--- config.mk ---
export PLATFORM = sky130hd
export DESIGN_NAME = sorted_unique_set
export DESIGN_NICKNAME = d
export VERILOG_FILES = /design/src/sus_pkg.sv /design/src/sus_cell.sv /design/src/sus_chain.sv /design/src/sorted_unique_set.sv
export SDC_FILE = /design/constraint.sdc
export NUM_CORES = 2
export LEC_CHECK = 0
export BUFFER_PORTS_ARGS = -buffer_cell sky130_fd_sc_hd__buf_2
export CORE_MARGIN = 5
export CORE_UTILIZATION = 65
export CTS_CLUSTER_SIZE = 12
export DETAILED_ROUTE_END_ITERATION = 6
export PLACE_DENSITY = 0.81
export RECOVER_POWER = 100
export SLEW_MARGIN = 10
export SYNTH_ARGS = -nofsm -noshare
export SYNTH_HDL_FRONTEND = slang
export SYNTH_HIERARCHICAL = 1
export SYNTH_SLANG_ARGS = --single-unit
--- constraint.sdc ---
create_clock -name clk_i -period 30.4 [get_ports clk_i]
set_input_delay 4.56 -clock clk_i [delete_from_list [all_inputs] [get_ports clk_i]]
set_output_delay 4.56 -clock clk_i [all_outputs]
set_load 0.005 [all_outputs]
--- src/sus_pkg.sv ---
`timescale 1ns / 1ps
`default_nettype none
// ----------------------------------------------------------------------------
// sus_pkg: shared types and constants of the sorted unique set
// Capacity, field widths, command and status codes, cell control bundle.
// ----------------------------------------------------------------------------
package sus_pkg;

  // number of cells in the chain (at most 63, the largest count that COUNT_W holds)
  localparam int unsigned CAPACITY  = 32;
  localparam int unsigned VALUE_W   = 32;
  localparam int unsigned CMD_W     = 2;
  localparam int unsigned STATUS_W  = 3;
  localparam int unsigned COUNT_W   = 6;
  // internal fill count wide enough to hold the capacity itself
  localparam int unsigned CNT_W     = $clog2(CAPACITY + 1);

  typedef enum logic [CMD_W-1:0] {
    CMD_INSERT = 2'd0,
    CMD_DELETE = 2'd1,
    CMD_DUMP   = 2'd2,
    CMD_BAD    = 2'd3
  } sus_cmd_e;

  typedef enum logic [STATUS_W-1:0] {
    ST_INSERTED  = 3'd0,
    ST_DUPLICATE = 3'd1,
    ST_DELETED   = 3'd2,
    ST_NOT_FOUND = 3'd3,
    ST_FULL      = 3'd4,
    ST_ELEMENT   = 3'd5,
    ST_ERROR     = 3'd6
  } sus_status_e;

  // what every cell does in a cycle
  typedef enum logic [1:0] {
    OP_HOLD   = 2'd0,
    OP_INSERT = 2'd1,
    OP_DELETE = 2'd2,
    OP_ROTATE = 2'd3
  } sus_op_e;

  typedef struct packed {
    sus_op_e op;
  } sus_ctrl_t;

endpackage
`default_nettype wire

--- src/sus_cell.sv ---
`timescale 1ns / 1ps
`default_nettype none
// ----------------------------------------------------------------------------
// sus_cell: one storage cell of the sorted chain
// Holds one value and its valid flag, compares against the broadcast key and
// takes data from its left or right neighbour as the chain operation demands.
// ----------------------------------------------------------------------------
module sus_cell (
  input  wire logic                                clk_i,
  input  wire logic                                rst_ni,
  input  wire sus_pkg::sus_ctrl_t                  ctrl_i,
  input  wire logic signed [sus_pkg::VALUE_W-1:0]  key_i,
  input  wire logic signed [sus_pkg::VALUE_W-1:0]  head_i,
  input  wire logic signed [sus_pkg::VALUE_W-1:0]  left_value_i,
  input  wire logic                                left_valid_i,
  input  wire logic                                left_lt_i,
  input  wire logic signed [sus_pkg::VALUE_W-1:0]  right_value_i,
  input  wire logic                                right_valid_i,
  output logic signed [sus_pkg::VALUE_W-1:0]       value_o,
  output logic                                     valid_o,
  output logic                                     lt_o,
  output logic                                     eq_o
);
  import sus_pkg::*;

  logic signed [VALUE_W-1:0] value_q, value_d;
  logic                      valid_q, valid_d;

  // compare against the key, only a held value takes part
  assign lt_o    = valid_q && (value_q < key_i);
  assign eq_o    = valid_q && (value_q == key_i);
  assign value_o = value_q;
  assign valid_o = valid_q;

  // next value and flag
  always_comb begin
    value_d = value_q;
    valid_d = valid_q;
    case (ctrl_i.op)
      OP_INSERT: begin
        // cells below the key keep, the first other one takes the key,
        // the rest shift up by one
        if (!lt_o) begin
          value_d = left_lt_i ? key_i : left_value_i;
        end
        valid_d = valid_q | left_valid_i;
      end
      OP_DELETE: begin
        // cells from the match on take the right neighbour
        if (!lt_o) begin
          value_d = right_value_i;
        end
        valid_d = right_valid_i;
      end
      OP_ROTATE: begin
        // held values move down, the head wraps round to the last held cell
        value_d = right_valid_i ? right_value_i : head_i;
      end
      default: begin
      end
    endcase
  end

  // value store
  always_ff @(posedge clk_i) begin
    value_q <= value_d;
  end

  // valid flag
  always_ff @(posedge clk_i or negedge rst_ni) begin
    if (!rst_ni) begin
      valid_q <= 1'b0;
    end else begin
      valid_q <= valid_d;
    end
  end

endmodule
`default_nettype wire

--- src/sus_chain.sv ---
`timescale 1ns / 1ps
`default_nettype none
// ----------------------------------------------------------------------------
// sus_chain: row of cells holding the set in ascending order
// Wires neighbours together, merges the match flags and exposes the head.
// ----------------------------------------------------------------------------
module sus_chain (
  input  wire logic                                clk_i,
  input  wire logic                                rst_ni,
  input  wire sus_pkg::sus_ctrl_t                  ctrl_i,
  input  wire logic signed [sus_pkg::VALUE_W-1:0]  key_i,
  output logic signed [sus_pkg::VALUE_W-1:0]       head_o,
  output logic                                     found_o,
  output logic [sus_pkg::CAPACITY-1:0]             valid_o
);
  import sus_pkg::*;

  logic signed [VALUE_W-1:0] value_w [CAPACITY];
  logic [CAPACITY-1:0]       valid_w;
  logic [CAPACITY-1:0]       lt_w;
  logic [CAPACITY-1:0]       eq_w;

  assign head_o  = value_w[0];
  assign found_o = |eq_w;
  assign valid_o = valid_w;

  // cells with boundary values at both ends of the row
  for (genvar i = 0; i < CAPACITY; i++) begin : g_cell
    logic signed [VALUE_W-1:0] left_value;
    logic                      left_valid;
    logic                      left_lt;
    logic signed [VALUE_W-1:0] right_value;
    logic                      right_valid;

    if (i == 0) begin : g_first
      assign left_value = '0;
      assign left_valid = 1'b1;
      assign left_lt    = 1'b1;
    end else begin : g_inner_left
      assign left_value = value_w[i-1];
      assign left_valid = valid_w[i-1];
      assign left_lt    = lt_w[i-1];
    end

    if (i == CAPACITY - 1) begin : g_last
      assign right_value = '0;
      assign right_valid = 1'b0;
    end else begin : g_inner_right
      assign right_value = value_w[i+1];
      assign right_valid = valid_w[i+1];
    end

    sus_cell u_cell (
      .clk_i         (clk_i),
      .rst_ni        (rst_ni),
      .ctrl_i        (ctrl_i),
      .key_i         (key_i),
      .head_i        (value_w[0]),
      .left_value_i  (left_value),
      .left_valid_i  (left_valid),
      .left_lt_i     (left_lt),
      .right_value_i (right_value),
      .right_valid_i (right_valid),
      .value_o       (value_w[i]),
      .valid_o       (valid_w[i]),
      .lt_o          (lt_w[i]),
      .eq_o          (eq_w[i])
    );
  end

endmodule
`default_nettype wire

--- src/sorted_unique_set.sv ---
`timescale 1ns / 1ps
`default_nettype none
// Insert, delete and invalid items: one result, registered in the cycle after the beat;
//   a new item is taken every cycle while the result side keeps up.
// Dump: elements follow from the head cell, one per cycle while the result side keeps up;
//   an empty set gives one empty-flagged result; no item is taken until the dump is out.
// Reset clears every valid flag and the fill count; no clearing pass.
// ----------------------------------------------------------------------------
// sorted_unique_set: ordered set of distinct signed values in a cell chain
// Controls the chain, keeps the fill count and drives the result register.
// ----------------------------------------------------------------------------
module sorted_unique_set (
  input  wire logic                                clk_i,
  input  wire logic                                rst_ni,
  input  wire logic                                in_valid_i,
  output logic                                     in_ready_o,
  input  wire logic [sus_pkg::CMD_W-1:0]           cmd_i,
  input  wire logic signed [sus_pkg::VALUE_W-1:0]  value_i,
  output logic                                     out_valid_o,
  input  wire logic                                out_ready_i,
  output logic [sus_pkg::STATUS_W-1:0]             status_o,
  output logic signed [sus_pkg::VALUE_W-1:0]       element_o,
  output logic [sus_pkg::COUNT_W-1:0]              count_o,
  output logic                                     last_o,
  output logic                                     empty_res_o
);
  import sus_pkg::*;

  sus_ctrl_t                 ctrl;
  logic signed [VALUE_W-1:0] head;
  logic                      found;
  logic [CAPACITY-1:0]       cell_valid;

  logic [CNT_W-1:0]          held_q, held_d;
  logic [CNT_W-1:0]          remain_q, remain_d;
  logic                      dump_q, dump_d;
  logic                      out_valid_q, out_valid_d;
  sus_status_e               status_q, status_d;
  logic signed [VALUE_W-1:0] element_q, element_d;
  logic [COUNT_W-1:0]        count_q, count_d;
  logic                      last_q, last_d;
  logic                      empty_q, empty_d;

  logic                      slot_free;
  logic                      accept;

  // handshake
  assign slot_free  = !out_valid_q || out_ready_i;
  assign in_ready_o = !dump_q && slot_free;
  assign accept     = in_valid_i && in_ready_o;

  sus_chain u_chain (
    .clk_i   (clk_i),
    .rst_ni  (rst_ni),
    .ctrl_i  (ctrl),
    .key_i   (value_i),
    .head_o  (head),
    .found_o (found),
    .valid_o (cell_valid)
  );

  // command decode, fill count and result beat
  always_comb begin
    ctrl.op     = OP_HOLD;
    held_d      = held_q;
    remain_d    = remain_q;
    dump_d      = dump_q;
    out_valid_d = out_valid_q && !out_ready_i;
    status_d    = status_q;
    element_d   = element_q;
    count_d     = count_q;
    last_d      = last_q;
    empty_d     = empty_q;
    if (accept) begin
      out_valid_d = 1'b1;
      element_d   = '0;
      last_d      = 1'b1;
      empty_d     = 1'b0;
      case (sus_cmd_e'(cmd_i))
        CMD_INSERT: begin
          if (found) begin
            status_d = ST_DUPLICATE;
          end else if (held_q == CNT_W'(CAPACITY)) begin
            status_d = ST_FULL;
          end else begin
            ctrl.op  = OP_INSERT;
            held_d   = held_q + CNT_W'(1);
            status_d = ST_INSERTED;
          end
        end
        CMD_DELETE: begin
          if (found) begin
            ctrl.op  = OP_DELETE;
            held_d   = held_q - CNT_W'(1);
            status_d = ST_DELETED;
          end else begin
            status_d = ST_NOT_FOUND;
          end
        end
        CMD_DUMP: begin
          status_d = ST_ELEMENT;
          if (held_q == '0) begin
            empty_d = 1'b1;
          end else begin
            // elements follow from the head cell
            out_valid_d = out_valid_q && !out_ready_i;
            status_d    = status_q;
            element_d   = element_q;
            last_d      = last_q;
            empty_d     = empty_q;
            dump_d      = 1'b1;
            remain_d    = held_q;
          end
        end
        default: begin
          status_d = ST_ERROR;
        end
      endcase
      if (!(dump_d && !dump_q)) begin
        count_d = COUNT_W'(held_d);
      end
    end else if (dump_q && slot_free) begin
      // stream the head and rotate the held values
      ctrl.op     = OP_ROTATE;
      out_valid_d = 1'b1;
      status_d    = ST_ELEMENT;
      element_d   = head;
      count_d     = COUNT_W'(held_q);
      last_d      = (remain_q == CNT_W'(1));
      empty_d     = 1'b0;
      remain_d    = remain_q - CNT_W'(1);
      if (remain_q == CNT_W'(1)) begin
        dump_d = 1'b0;
      end
    end
  end

  // control registers
  always_ff @(posedge clk_i or negedge rst_ni) begin
    if (!rst_ni) begin
      held_q      <= '0;
      remain_q    <= '0;
      dump_q      <= 1'b0;
      out_valid_q <= 1'b0;
    end else begin
      held_q      <= held_d;
      remain_q    <= remain_d;
      dump_q      <= dump_d;
      out_valid_q <= out_valid_d;
    end
  end

  // result payload
  always_ff @(posedge clk_i) begin
    status_q  <= status_d;
    element_q <= element_d;
    count_q   <= count_d;
    last_q    <= last_d;
    empty_q   <= empty_d;
  end

  assign out_valid_o = out_valid_q;
  assign status_o    = status_q;
  assign element_o   = element_q;
  assign count_o     = count_q;
  assign last_o      = last_q;
  assign empty_res_o = empty_q;

`ifndef NO_ASSERTIONS
  // fill count matches the number of held cells
  a_count_matches: assert property (@(posedge clk_i) disable iff (!rst_ni)
    $countones(cell_valid) == int'(held_q))
    else $error("fill count differs from held cells");

  // fill count never passes the capacity
  a_count_bound: assert property (@(posedge clk_i) disable iff (!rst_ni)
    held_q <= CNT_W'(CAPACITY))
    else $error("fill count above capacity");

  // a running dump has elements left and takes no new item
  a_dump_remain: assert property (@(posedge clk_i) disable iff (!rst_ni)
    dump_q |-> (remain_q != '0) && (remain_q <= held_q) && !in_ready_o)
    else $error("dump bookkeeping broken");

  // the final element of a dump ends dump mode
  a_dump_end: assert property (@(posedge clk_i) disable iff (!rst_ni)
    (dump_q && slot_free && (remain_q == CNT_W'(1))) |=> !dump_q && out_valid_q && last_q)
    else $error("dump did not close on its final element");
`endif

endmodule
`default_nettype wire

==> flow_summary.ini <==
[status]
status = finished, violations left
violations = DRC, capacitance limit, slew limit

[drt]
routed_via_density = 7.45
wire_per_inst_um = 29.7
vias = 92900
route.detailed.drc = 1
dr.pass1.iters = 7
drt_wl_total_um = 370000
postRouteAntennaNets = 0
drt_iter0_markers = 14100

[critical_path]
path_class = input pin to flop
cp_max_fo = 65
critPathTopFamily = buffers and inverters
critical_path_buf_inv_count = 6
cp_data_arrival_time_ps = 22170
crit_path_start_kind = input pin
path_cells = clkbuf_1 -> clkbuf_1 -> inv_1 -> ha_1 -> nand4_1 -> nor4_1 -> and4_1 -> and4_1 -> nor4_1 -> nand4_1 -> or2_0 -> nor2_1 -> a21boi_0 -> nand2_1 -> nand2_1 -> clkbuf_1 -> ha_1 -> clkbuf_1 -> nor3_1 -> a21o_1 -> nor2_1 -> buf_4
slowest_stage = clkbuf_1
slowest_delay_ps = 3600
endpoint_kind = flop
crit_top_cell = clkbuf_1
crit_required_ps = 30860

[power_and_ir_drop]
swShare = 0.470
p_clk_frac = 0.114
ir_drop_mv = 0.100
power_switching_mw = 6.94
p_total_mw = 14.8
power_leakage_nw = 49.0
p_int_mw = 7.82
seqPwrFrac = 0.305
powerDensity_mw_per_mm2 = 132
pwr-share-comb = 0.581

[floorplan]
die_w_um = 412
ios = 83
die_area_sq_mm = 0.170
start_util = 0.654
rows = 147
core-area_sq_mm = 0.161
die_h_um = 412

[finish]
finish.utilization = 0.697
final_nets = 11400
final_layout_size_suffix_gt1_frac = 0.105
area_growth_pct = 6.57

[timing]
tightest_slew_ps = 5130
setup_viol = 0
setup_tns_ps = 0
period_share = 0.714
skew_ps = 27.0
rsz0062_at_grt = false
min_period_ps = 21720
slew_violations = 3104
fmax_ghz = 0.0460
hold_viol = 0
slew_headroom = -2.42
worst_slack_ps = 8680

[global_route]
gr-usage-all-layers = 0.417
antenna_found_initial = 21
grt_max_degree = 70
grt.overflow.total = 0
grt_first_pass_wirelength_um = 549000
grt_pass1_vias = 89500

[placed_design]
port_buffers = 82
place_worst_setup_slack_ps = 17180
place_congestion = 0.963
dp_hpwl_um = 245000

[clocking]
cts.path.max_buffers = 3
ctsResizeCount = 0
clk_latency_ps = 800
ctsHoldBuffers = 0
cts_num_sinks = 1113
cts_buffers = 140
htreeDepth = 4
clockRootBuffer = clkbuf_16
cts_tree = built
clk_pin_slew_ps = 60
post_cts_buffers = 0

[synth]
avgSynthCellArea_sq_um = 10.1
synthCells = 10400
ys_warn_count = 6
netlist_area_sq_mm = 0.105

[hold_path]
hold_class = flop to flop

[run]
maxCapViolCount = 61
[layer usage]
metal / global-route usage / part of all wire / wire, um
met2: 0.604 / 0.42 / 154000
met4: 0.244 / 0.066 / 24500
met3: 0.125 / 0.15 / 53900
met1: 0.551 / 0.37 / 138000
met5: 0 / 0.00019 / 70
[per-stage QoR]
step,instances,hold WS [ps],instance area (sq um)
finish,12500,550,112000
CTS,12500,547,113000
global route,12500,576,112000
detailed placement,12200,531,108000
global placement,12200,513,108000
floorplan,10500,494,106000
[flip-flops by register name, indices dropped and copies added (netlist names)]
name,count
u_chain/g_cell.u_cell/value_o,1024
element_o,32
u_chain/g_cell.u_cell/valid_o,32
count_o,6
held_q,6
remain_q,6
status_o,3
dump_q,1
empty_res_o,1
last_o,1
out_valid_o,1
[power by group through the flow]
| stage | clock, mW | combinational [mW] | sequential (mW) |
|---|---|---|---|
| final | 1.69 | 8.58 | 4.50 |
| after global routing | 1.75 | 9.11 | 4.52 |
| after CTS | 1.68 | 8.29 | 4.38 |
| after detailed placement | 0 | 8.23 | 4.39 |
| after global placement | 0 | 7.85 | 4.36 |
| after floorplan | 0 | 6.08 | 3.91 |
[layout make-up]
class	count	area, sq um
inverters	1093	4100
repair buffers	300	1880
flip-flops and latches	1113	33200
fillers	11900	48600
well taps	2160	2700
clock inverters	65	564
clock buffers	186	3900
multi-input cells	7547	65700
diodes	10	25.0
[worst paths after layout]
check                                                      from  cells after the start  slack, ps                               endpoint
max                                                 value_i[28]                     22       8680   u_chain/g_cell[18].u_cell/value_o[5]
min                                                 remain_q[1]                      1        550                            remain_q[1]
max reg2reg                u_chain/g_cell[8].u_cell/value_o[27]                     19      15800  u_chain/g_cell[18].u_cell/value_o[10]
min reg2reg                                         remain_q[1]                      1        550                            remain_q[1]
max in group asynchronous                                rst_ni                      2      21980      u_chain/g_cell[29].u_cell/valid_o
min in group asynchronous                                rst_ni                      1       4830      u_chain/g_cell[13].u_cell/valid_o
[layout by cell type, fill, tap and decap left out, types with 373 or more instances in the layout]
| cell | n |
|---|---|
| nor2_1 | 373 |
| mux2i_1 | 1025 |
| edfxtp_1 | 1067 |
| inv_1 | 1093 |
| ha_1 | 1112 |
| a21oi_1 | 398 |
| a221o_1 | 1031 |
| nand2_1 | 390 |
| nor3_1 | 1065 |
| mux2_1 | 702 |
(Power assumes the default switching activity.)
